[src/rtl/core/hfb_pkg.sv]
// Shared types, constants and sequencing codes of the host frame builder.
package hfb_pkg;

  // Field widths of the frame word stream.
  typedef logic [15:0] word_t;
  typedef logic [31:0] time_t;
  typedef logic [7:0]  len_t;
  typedef logic [8:0]  room_t;
  typedef logic [2:0]  step_t;

  // Ring capacity in words; room reported above it is clamped to it.
  localparam int unsigned TX_RING_WORDS  = 256;
  localparam int unsigned ROOM_W         = 17;
  localparam word_t       SYNC_WORD      = 16'hAC13;
  localparam int unsigned FRAME_OVERHEAD = 7;

  // Input item kinds.
  localparam logic KIND_START   = 1'b0;
  localparam logic KIND_PAYLOAD = 1'b1;

  // Result steps of an accepted header.
  localparam step_t STEP_SYNC    = 3'd0;
  localparam step_t STEP_COUNTER = 3'd1;
  localparam step_t STEP_OPCODE  = 3'd2;
  localparam step_t STEP_TIME_LO = 3'd3;
  localparam step_t STEP_TIME_HI = 3'd4;
  localparam step_t STEP_LEN     = 3'd5;
  localparam step_t STEP_HDR_CS  = 3'd6;

  // Result steps of a payload word.
  localparam step_t STEP_DATA    = 3'd0;
  localparam step_t STEP_DATA_CS = 3'd1;

  // What the sequencer has to emit for one transaction.
  typedef enum logic [1:0] {
    PLAN_REJECT,
    PLAN_HEADER,
    PLAN_DATA
  } plan_kind_t;

  typedef struct packed {
    plan_kind_t kind;
    logic       close;
    word_t      opcode;
    time_t      time_tag;
    len_t       payload_len;
    word_t      data_word;
    word_t      frame_cnt;
    word_t      misses;
    word_t      done;
  } plan_t;

endpackage

[src/rtl/core/hfb_if.sv]
// Valid/ready channel interfaces for the input items and the frame words.
interface hfb_in_if
  import hfb_pkg::*;
();
  logic  valid;
  logic  ready;
  logic  kind;
  word_t opcode;
  time_t time_tag;
  len_t  payload_len;
  room_t free_words;
  word_t data_word;

  modport source (
    output valid, kind, opcode, time_tag, payload_len, free_words, data_word,
    input  ready
  );
  modport sink (
    input  valid, kind, opcode, time_tag, payload_len, free_words, data_word,
    output ready
  );
endinterface

interface hfb_out_if
  import hfb_pkg::*;
();
  logic  valid;
  logic  ready;
  word_t frame_word;
  logic  end_of_frame;
  logic  rejected;
  word_t miss_count;
  word_t sent_count;

  modport source (
    output valid, frame_word, end_of_frame, rejected, miss_count, sent_count,
    input  ready
  );
  modport sink (
    input  valid, frame_word, end_of_frame, rejected, miss_count, sent_count,
    output ready
  );
endinterface

[src/rtl/core/host_frame_builder_sum_checksum_unit.sv]
// Host frame builder: header, payload pass-through and 16-bit sum checksum.
//
//   Channel   Direction  Transaction
//   in_chan   sink       start item (opcode, time, length, room) or payload word
//   out_chan  source     one frame word with end/reject flags and counters
//
// Each transaction yields one result per cycle unless the output stalls: a start item
// yields six words, seven for a zero length frame and one when refused; a payload
// word yields one, two when it closes the frame, and none when it is discarded.
// The rate is set by the single output register, which moves one frame word per
// cycle when not stalled; the next item is taken in the cycle its predecessor's last
// word leaves the sequencer. Reset is synchronous and active low and clears all
// counters and control state. A stalled output holds its word and the sequencer.
module host_frame_builder_sum_checksum_unit
  import hfb_pkg::*;
(
  input  logic      clk,
  input  logic      rst_n,
  hfb_in_if.sink    in_chan,
  hfb_out_if.source out_chan
);

  // Architectural frame state, updated as each transaction is accepted.
  word_t frame_counter_r, frame_counter_nxt;
  len_t  words_left_r, words_left_nxt;
  logic  frame_open_r, frame_open_nxt;
  logic  frame_dropping_r, frame_dropping_nxt;
  word_t misses_r, misses_nxt;
  word_t frames_done_r, frames_done_nxt;

  // Running sum of emitted frame words, kept in the sequencer.
  word_t sum_acc_r, sum_acc_nxt;

  // Sequencer plan register.
  plan_t plan_r, plan_nxt;
  logic  plan_valid_r, plan_valid_nxt;
  step_t step_r, step_nxt;

  // Output register.
  logic  out_valid_r;
  word_t out_word_r;
  logic  out_eof_r;
  logic  out_rej_r;
  word_t out_miss_r;
  word_t out_sent_r;

  logic  in_fire;
  logic  emit;
  logic  plan_done;
  step_t last_step;
  logic  load_plan;

  logic [ROOM_W-1:0] room_clamped;
  logic              reject;

  word_t res_word;
  logic  res_eof;
  logic  res_rej;
  word_t res_sent;
  logic  res_is_cs;
  logic  res_restart;

  // Last step of the current plan.
  always_comb begin
    unique case (plan_r.kind)
      PLAN_REJECT: last_step = STEP_SYNC;
      PLAN_HEADER: last_step = plan_r.close ? STEP_HDR_CS : STEP_LEN;
      PLAN_DATA:   last_step = plan_r.close ? STEP_DATA_CS : STEP_DATA;
      default:     last_step = STEP_SYNC;
    endcase
  end

  // Handshake: a new item enters when the sequencer is empty or finishing.
  assign emit      = plan_valid_r && (!out_valid_r || out_chan.ready);
  assign plan_done = emit && (step_r == last_step);
  assign in_chan.ready = !plan_valid_r || plan_done;
  assign in_fire   = in_chan.valid && in_chan.ready;

  // Room check with the ring clamp.
  always_comb begin
    room_clamped = ROOM_W'(in_chan.free_words);
    if (room_clamped > ROOM_W'(TX_RING_WORDS)) begin
      room_clamped = ROOM_W'(TX_RING_WORDS);
    end
    reject = room_clamped < (ROOM_W'(in_chan.payload_len) + ROOM_W'(FRAME_OVERHEAD));
  end

  // Decode of an accepted transaction into the state update and a plan.
  always_comb begin
    frame_counter_nxt  = frame_counter_r;
    words_left_nxt     = words_left_r;
    frame_open_nxt     = frame_open_r;
    frame_dropping_nxt = frame_dropping_r;
    misses_nxt         = misses_r;
    frames_done_nxt    = frames_done_r;
    load_plan          = 1'b0;

    plan_nxt             = plan_r;
    plan_nxt.opcode      = in_chan.opcode;
    plan_nxt.time_tag    = in_chan.time_tag;
    plan_nxt.payload_len = in_chan.payload_len;
    plan_nxt.data_word   = in_chan.data_word;
    plan_nxt.frame_cnt   = frame_counter_r;
    plan_nxt.done        = frames_done_r;
    plan_nxt.close       = 1'b0;
    plan_nxt.kind        = PLAN_DATA;

    if (in_fire) begin
      if (in_chan.kind == KIND_START) begin
        frame_open_nxt     = 1'b0;
        frame_dropping_nxt = 1'b0;
        words_left_nxt     = in_chan.payload_len;
        load_plan          = 1'b1;
        if (reject) begin
          misses_nxt         = misses_r + 16'd1;
          frame_dropping_nxt = (in_chan.payload_len != '0);
          plan_nxt.kind      = PLAN_REJECT;
        end else begin
          frame_counter_nxt = frame_counter_r + 16'd1;
          plan_nxt.kind     = PLAN_HEADER;
          if (in_chan.payload_len == '0) begin
            plan_nxt.close  = 1'b1;
            frames_done_nxt = frames_done_r + 16'd1;
          end else begin
            frame_open_nxt  = 1'b1;
          end
        end
      end else if (frame_open_r) begin
        words_left_nxt = words_left_r - 8'd1;
        load_plan      = 1'b1;
        plan_nxt.kind  = PLAN_DATA;
        if (words_left_nxt == '0) begin
          plan_nxt.close  = 1'b1;
          frame_open_nxt  = 1'b0;
          frames_done_nxt = frames_done_r + 16'd1;
        end
      end else if (frame_dropping_r) begin
        // A refused frame's payload is swallowed without results.
        words_left_nxt = words_left_r - 8'd1;
        if (words_left_nxt == '0) begin
          frame_dropping_nxt = 1'b0;
        end
      end
    end
    plan_nxt.misses = misses_nxt;
  end

  // Result selection for the current step.
  always_comb begin
    res_word    = ~sum_acc_r + 16'd1;
    res_eof     = 1'b0;
    res_rej     = 1'b0;
    res_sent    = plan_r.done;
    res_is_cs   = 1'b0;
    res_restart = 1'b0;
    unique case (plan_r.kind)
      PLAN_REJECT: begin
        res_word = '0;
        res_eof  = 1'b1;
        res_rej  = 1'b1;
      end
      PLAN_HEADER: begin
        case (step_r)
          STEP_SYNC: begin
            res_word    = SYNC_WORD;
            res_restart = 1'b1;
          end
          STEP_COUNTER: res_word = plan_r.frame_cnt;
          STEP_OPCODE:  res_word = plan_r.opcode;
          STEP_TIME_LO: res_word = plan_r.time_tag[15:0];
          STEP_TIME_HI: res_word = plan_r.time_tag[31:16];
          STEP_LEN:     res_word = {plan_r.payload_len, 1'b0} + 16'd0;
          default: begin
            res_is_cs = 1'b1;
            res_eof   = 1'b1;
            res_sent  = plan_r.done + 16'd1;
          end
        endcase
      end
      PLAN_DATA: begin
        if (step_r == STEP_DATA) begin
          res_word = plan_r.data_word;
        end else begin
          res_is_cs = 1'b1;
          res_eof   = 1'b1;
          res_sent  = plan_r.done + 16'd1;
        end
      end
      default: begin
        res_word = '0;
      end
    endcase
  end

  // Checksum accumulator and sequencer step.
  always_comb begin
    sum_acc_nxt    = sum_acc_r;
    step_nxt       = step_r;
    plan_valid_nxt = plan_valid_r;
    if (emit) begin
      if (res_restart) begin
        sum_acc_nxt = res_word;
      end else if (!res_is_cs && !res_rej) begin
        sum_acc_nxt = sum_acc_r + res_word;
      end
      step_nxt = step_r + 3'd1;
    end
    if (plan_done) begin
      plan_valid_nxt = 1'b0;
    end
    if (load_plan) begin
      plan_valid_nxt = 1'b1;
      step_nxt       = STEP_SYNC;
    end
  end

  // Control and counter registers.
  always_ff @(posedge clk) begin
    if (!rst_n) begin
      frame_counter_r  <= '0;
      words_left_r     <= '0;
      frame_open_r     <= 1'b0;
      frame_dropping_r <= 1'b0;
      misses_r         <= '0;
      frames_done_r    <= '0;
      sum_acc_r        <= '0;
      plan_valid_r     <= 1'b0;
      step_r           <= STEP_SYNC;
      out_valid_r      <= 1'b0;
    end else begin
      frame_counter_r  <= frame_counter_nxt;
      words_left_r     <= words_left_nxt;
      frame_open_r     <= frame_open_nxt;
      frame_dropping_r <= frame_dropping_nxt;
      misses_r         <= misses_nxt;
      frames_done_r    <= frames_done_nxt;
      sum_acc_r        <= sum_acc_nxt;
      plan_valid_r     <= plan_valid_nxt;
      step_r           <= step_nxt;
      if (emit) begin
        out_valid_r <= 1'b1;
      end else if (out_chan.ready) begin
        out_valid_r <= 1'b0;
      end
    end
  end

  // Payload registers: plan and output word.
  always_ff @(posedge clk) begin
    if (load_plan) begin
      plan_r <= plan_nxt;
    end
    if (emit) begin
      out_word_r <= res_word;
      out_eof_r  <= res_eof;
      out_rej_r  <= res_rej;
      out_miss_r <= plan_r.misses;
      out_sent_r <= res_sent;
    end
  end

  // Output channel.
  assign out_chan.valid        = out_valid_r;
  assign out_chan.frame_word   = out_word_r;
  assign out_chan.end_of_frame = out_eof_r;
  assign out_chan.rejected     = out_rej_r;
  assign out_chan.miss_count   = out_miss_r;
  assign out_chan.sent_count   = out_sent_r;

  // The sequencer never stands beyond the last step of its plan.
  a_step_in_range: assert property (@(posedge clk) disable iff (!rst_n)
    plan_valid_r |-> (step_r <= last_step))
    else $error("sequencer step beyond the end of its plan");

  // An empty sequencer always takes the next transaction.
  a_ready_when_empty: assert property (@(posedge clk) disable iff (!rst_n)
    !plan_valid_r |-> in_chan.ready)
    else $error("input stalled with an empty sequencer");

  // A refused frame shows as a closing zero word.
  a_reject_shape: assert property (@(posedge clk) disable iff (!rst_n)
    (out_valid_r && out_rej_r) |-> (out_eof_r && (out_word_r == '0)))
    else $error("reject result without end flag or with a non-zero word");

  // A frame is never open and dropping at the same time.
  a_open_xor_drop: assert property (@(posedge clk) disable iff (!rst_n)
    !(frame_open_r && frame_dropping_r))
    else $error("frame both open and dropping");

endmodule
[src/flat_wrapper.sv]
// flat-port wrapper written by rule: the top's interface ports become plain ports
module host_frame_builder_sum_checksum_unit_flat import hfb_pkg::*;
  (clk, rst_n, in_chan_valid, in_chan_kind, in_chan_opcode, in_chan_time_tag, in_chan_payload_len, in_chan_free_words, in_chan_data_word, in_chan_ready, out_chan_valid, out_chan_frame_word, out_chan_end_of_frame, out_chan_rejected, out_chan_miss_count, out_chan_sent_count, out_chan_ready);
  hfb_in_if in_chan_i ();
  hfb_out_if out_chan_i ();
  input  logic clk;
  input  logic rst_n;
  input wire logic [$bits(in_chan_i.valid)-1:0] in_chan_valid;
  input wire logic [$bits(in_chan_i.kind)-1:0] in_chan_kind;
  input wire logic [$bits(in_chan_i.opcode)-1:0] in_chan_opcode;
  input wire logic [$bits(in_chan_i.time_tag)-1:0] in_chan_time_tag;
  input wire logic [$bits(in_chan_i.payload_len)-1:0] in_chan_payload_len;
  input wire logic [$bits(in_chan_i.free_words)-1:0] in_chan_free_words;
  input wire logic [$bits(in_chan_i.data_word)-1:0] in_chan_data_word;
  output wire logic [$bits(in_chan_i.ready)-1:0] in_chan_ready;
  output wire logic [$bits(out_chan_i.valid)-1:0] out_chan_valid;
  output wire logic [$bits(out_chan_i.frame_word)-1:0] out_chan_frame_word;
  output wire logic [$bits(out_chan_i.end_of_frame)-1:0] out_chan_end_of_frame;
  output wire logic [$bits(out_chan_i.rejected)-1:0] out_chan_rejected;
  output wire logic [$bits(out_chan_i.miss_count)-1:0] out_chan_miss_count;
  output wire logic [$bits(out_chan_i.sent_count)-1:0] out_chan_sent_count;
  input wire logic [$bits(out_chan_i.ready)-1:0] out_chan_ready;
  assign in_chan_i.valid = in_chan_valid;
  assign in_chan_i.kind = in_chan_kind;
  assign in_chan_i.opcode = in_chan_opcode;
  assign in_chan_i.time_tag = in_chan_time_tag;
  assign in_chan_i.payload_len = in_chan_payload_len;
  assign in_chan_i.free_words = in_chan_free_words;
  assign in_chan_i.data_word = in_chan_data_word;
  assign in_chan_ready = in_chan_i.ready;
  assign out_chan_valid = out_chan_i.valid;
  assign out_chan_frame_word = out_chan_i.frame_word;
  assign out_chan_end_of_frame = out_chan_i.end_of_frame;
  assign out_chan_rejected = out_chan_i.rejected;
  assign out_chan_miss_count = out_chan_i.miss_count;
  assign out_chan_sent_count = out_chan_i.sent_count;
  assign out_chan_i.ready = out_chan_ready;
  host_frame_builder_sum_checksum_unit u_core (.clk(clk), .rst_n(rst_n), .in_chan(in_chan_i), .out_chan(out_chan_i));
endmodule
[config.mk]
export PLATFORM = sky130hd
export DESIGN_NAME = host_frame_builder_sum_checksum_unit_flat
export DESIGN_NICKNAME = d
export VERILOG_FILES = /design/src/rtl/core/hfb_pkg.sv /design/src/rtl/core/hfb_if.sv /design/src/rtl/core/host_frame_builder_sum_checksum_unit.sv /design/src/flat_wrapper.sv
export SDC_FILE = /design/constraint.sdc
export NUM_CORES = 1
export LEC_CHECK = 0
export ABC_AREA = 1
export BUFFER_PORTS_ARGS = -buffer_cell sky130_fd_sc_hd__buf_2
export CAP_MARGIN = 0
export CORE_MARGIN = 2
export CORE_UTILIZATION = 30
export DETAILED_ROUTE_END_ITERATION = 16
export GPL_TIMING_DRIVEN = 1
export SLEW_MARGIN = 25
export SYNTH_ARGS = -nofsm -noshare
export SYNTH_HDL_FRONTEND = slang
export SYNTH_SLANG_ARGS = --single-unit
[constraint.sdc]
create_clock -name clk -period 13.14 [get_ports clk]
set_input_delay 1.971 -clock clk [delete_from_list [all_inputs] [get_ports clk]]
set_output_delay 1.971 -clock clk [all_outputs]
set_load 0.02 [all_outputs]
==> impl_metrics.ini <==
[run_status]
run_status = complete, no violations

[grt]
gr-total-overflow = 0
first_global_vias = 10200
antenna_violations_before_repair = 0
grt_util_all_layers_pct = 15.3
first_pass_grt_wire_length_um = 54000
grt_max_degree = 73

[sta]
finalSetupTns_ns = 0
slew_violations = 0
clock.fmax_ghz = 0.204
hold-worst-slack_ns = 0.416
hold_viol = 0
final.min_clock_period_ns = 4.91
slew_headroom_pct = 39.8
final_period_utilization_pct = 37.3
setup_viol_count_final = 0
rsz0062_at_grt = no
timing_worst_slew_pin_value_ns = 0.902
skew_ns = 0.0246

[yosys]
share_of_synthesized_area_spent_on_multiplexers_pct = 0
synth-async-reset-ratio_pct = 0
synthSimpleGateAreaFrac_pct = 23.8
share_of_synthesized_area_occupied_by_flip_flops_and_latches_pct = 52.8
synth_compound_area_share_pct = 9.10
number_of_cells_produced_by_synthesis = 1468
ys_seq_elements = 252
synth-edff-count = 173
combinational_family_with_the_most_area_after_synthesis = simple AND/OR/NAND/NOR gates
synth-xor-area-share_pct = 3.48
synth_cell_type_count = 56
yosys_warnings = 0
synth.cell_area_sq_um = 12800
synth_adder_area_share_pct = 4.05
synthesis.area_per_instance_sq_um = 8.75
synth_top_flop_cell = edfxtp_1
synth_fp_nets = 1595

[final_layout]
nFillCells = 4306
final_util_pct = 35.6
share_of_cells_above_drive_strength_1_pct = 13.9
mostFrequentLayoutCell = nand2_1
final-seq-area_sq_um = 6780
layout.cells.most_common_list = nand2_1, edfxtp_1, inv_1
finalNetCount = 1729
combined_area_of_the_multi_input_logic_cells_sq_um = 5200
insertedDiodeCount = 0
syn2layout_area_growth_pct = 16.7

[clock_network]
clkSlewWorstSetupHoldPaths_ns = 0.06
clk-insertion-delay-late_ns = 0.57
cts_tree = done
clockRootBuffer = clkbuf_16
postCtsResizedCells = 0
cts_hold_repair.buffers = 0
tritoncts.num_buffers = 29
cts_max_level = 1
post_cts.repair.setup_buffers = 0
cts_num_sinks = 252
clock_path_buffers = 3

[detailed_routing]
postRouteAntennaNets = 0
drc = 0
routed_wl_per_cell_um = 15.6
postRouteWirelength_um = 33700
initialDrtViolationCount = 752
routed-via-count = 10300
detail_route.vias_per_cell = 4.75
dr.pass1.iters = 5

[critical_path]
critical-path-top-cell-by-count = nand2_1
timing_worst_setup_path_type = in -> reg
crit_path_top_delay_cell = nand4_1
maximum_fanout_count_along_the_critical_path = 20
crit_buf_inv = 3
cp-end-kind = register
critical_path.startpoint_type = input pin
cp_top_family = simple AND/OR/NAND/NOR gates
max_stage_delay_ns = 0.75
crit_arrival_ns = 5.39
critical_path.cell_chain = buf_2, inv_1, ha_1, nand2_1, nand4_1, nor2_1, nand2_1, ha_1, nand2_1, nor2_1, nand3_1, nand3_1, nand4_1, inv_1, nand2_1, a21oi_1
worstPathRequired_ns = 13.62

[floorplanning]
io_pins = 138
initial_core_util_pct = 30.5
fp.dieH_um = 211
fp.coreArea_sq_um = 42100
core.rowCount = 75
design.die.area_sq_um = 44500
die_width_um = 211

[placement]
gpl.final_weighted_congestion = 0.903
place_hpwl_um = 25000
buffers_on_ports = 137

[run]
number_of_maximum_capacitance_violations = 0

[power_and_ir_drop]
power.density_nw_per_um2 = 133
power.leakage_nw = 6.24
total_power_mw = 1.99
ir_drop_worst_case_vdd_mv = 0.0826

[min_path]
hold_class = reg -> reg
## flip-flops by register name, indices dropped and copies added, names as in the netlist, 3 cells and up
register / count
u_core.frame_counter_r: 16
u_core.frames_done_r: 16
u_core.misses_r: 16
u_core.out_chan.frame_word: 16
u_core.out_chan.miss_count: 16
u_core.out_chan.sent_count: 16
u_core.plan_r: 123
u_core.step_r: 3
u_core.sum_acc_r: 16
u_core.words_left_r: 8
## final cells by class
type / instances / area share [%]
Clock buffer: 44 / 5.90
Clock inverter: 9 / 0.610
Inverter: 163 / 4.13
Multi-Input combinational cell: 1012 / 34.7
Sequential cell: 252 / 45.2
Tap cell: 539 / 4.50
Timing Repair Buffer: 144 / 4.93
## cells in the mapped netlist, types with 3 or more instances
| library cell | count | area [sq um] |
|---|---|---|
| o211ai_1 | 3 | 22.5 |
| buf_6 | 5 | 56.3 |
| nor3_1 | 21 | 105 |
| or2_2 | 4 | 25.0 |
| nand3_1 | 114 | 571 |
| nand4_1 | 32 | 200 |
| o21ai_0 | 75 | 375 |
| nand2_2 | 3 | 18.8 |
| xor2_1 | 32 | 280 |
| dfxtp_1 | 79 | 1580 |
| o21a_1 | 3 | 22.5 |
| buf_4 | 3 | 22.5 |
| inv_1 | 154 | 578 |
| o21bai_2 | 4 | 45.0 |
| inv_2 | 5 | 18.8 |
| nor4_1 | 5 | 31.3 |
| a21oi_1 | 92 | 460 |
| o22ai_1 | 3 | 18.8 |
| clkbuf_1 | 16 | 60.1 |
| edfxtp_1 | 173 | 5190 |
| nor2_1 | 112 | 420 |
| buf_2 | 14 | 70.1 |
| o21bai_1 | 3 | 22.5 |
| ha_1 | 40 | 500 |
| nand2_4 | 4 | 45.0 |
| nand2_1 | 405 | 1520 |
| nand3b_1 | 4 | 30.0 |
| xnor2_1 | 19 | 166 |
## power by group
group          internal, mW  switching [mW]
clock                 0.485           0.327
combinational        0.0782           0.177
sequential            0.902          0.0218
total                  1.47           0.526
## metal layers
metal | routed length [um] | part of all wire, % | track usage, %
met2 | 16100 | 48 | 26.4
met1 | 15300 | 45 | 19.9
met5 | 0 | 0 | 0
met3 | 1440 | 4.3 | 2.25
met4 | 918 | 2.7 | 4.78
## worst reg2reg max path, cell delays in order, from the launching register on
cell	delay [ns]
dfxtp_1	0.41
ha_1	0.18
ha_1	0.71
inv_1	0.14
nand3_1	0.27
nand2_1	0.26
inv_2	0.25
nand2_1	0.11
nand3_1	0.08
nand2_1	0.09
inv_1	0.11
ha_1	0.20
inv_1	0.08
fa_1	0.42
o21ai_0	0.40
nand2_1	0.09
nand2_1	0.15
nand2_1	0.10
nand3_1	0.09
nand3_1	0.12
nand3_1	0.14
a21oi_1	0.07
## cell families after synthesis
| family | after synthesis |
|---|---|
| xor gates and xnor gates | 51 |
| adders and majority gates | 41 |
| and+or+nand+nor | 714 |
| buffers and inverters | 204 |
| DFF | 252 |
| AOI/OAI and AO/OA | 206 |
## through the flow
step	cell area, sq um	instances	setup slack, ns
2_1_floorplan	12800	1468	6.23
3_3_place_gp	14000	2110	7.72
4_1_cts	15000	2163	8.17
6_report	15000	2163	8.23
3_5_place_dp	14000	2110	7.59
5_1_grt	15000	2163	7.77
## path summary, 6_finish.rpt
| path | startpoint | end | slack (ns) | cells past startpoint |
|---|---|---|---|---|
| setup reg to reg | u_core.step_r[1] | u_core.sum_acc_r[14] | 8.56 | 21 |
| setup / recovery | in_chan_payload_len[0] | u_core.frame_counter_r[12] | 8.23 | 16 |
| hold reg to reg | u_core.plan_r[27] | u_core.out_chan.miss_count[11] | 0.42 | 0 |
| hold / removal | u_core.plan_r[27] | u_core.out_chan.miss_count[11] | 0.42 | 0 |
Note: power is estimated with default switching activity, not from simulation.
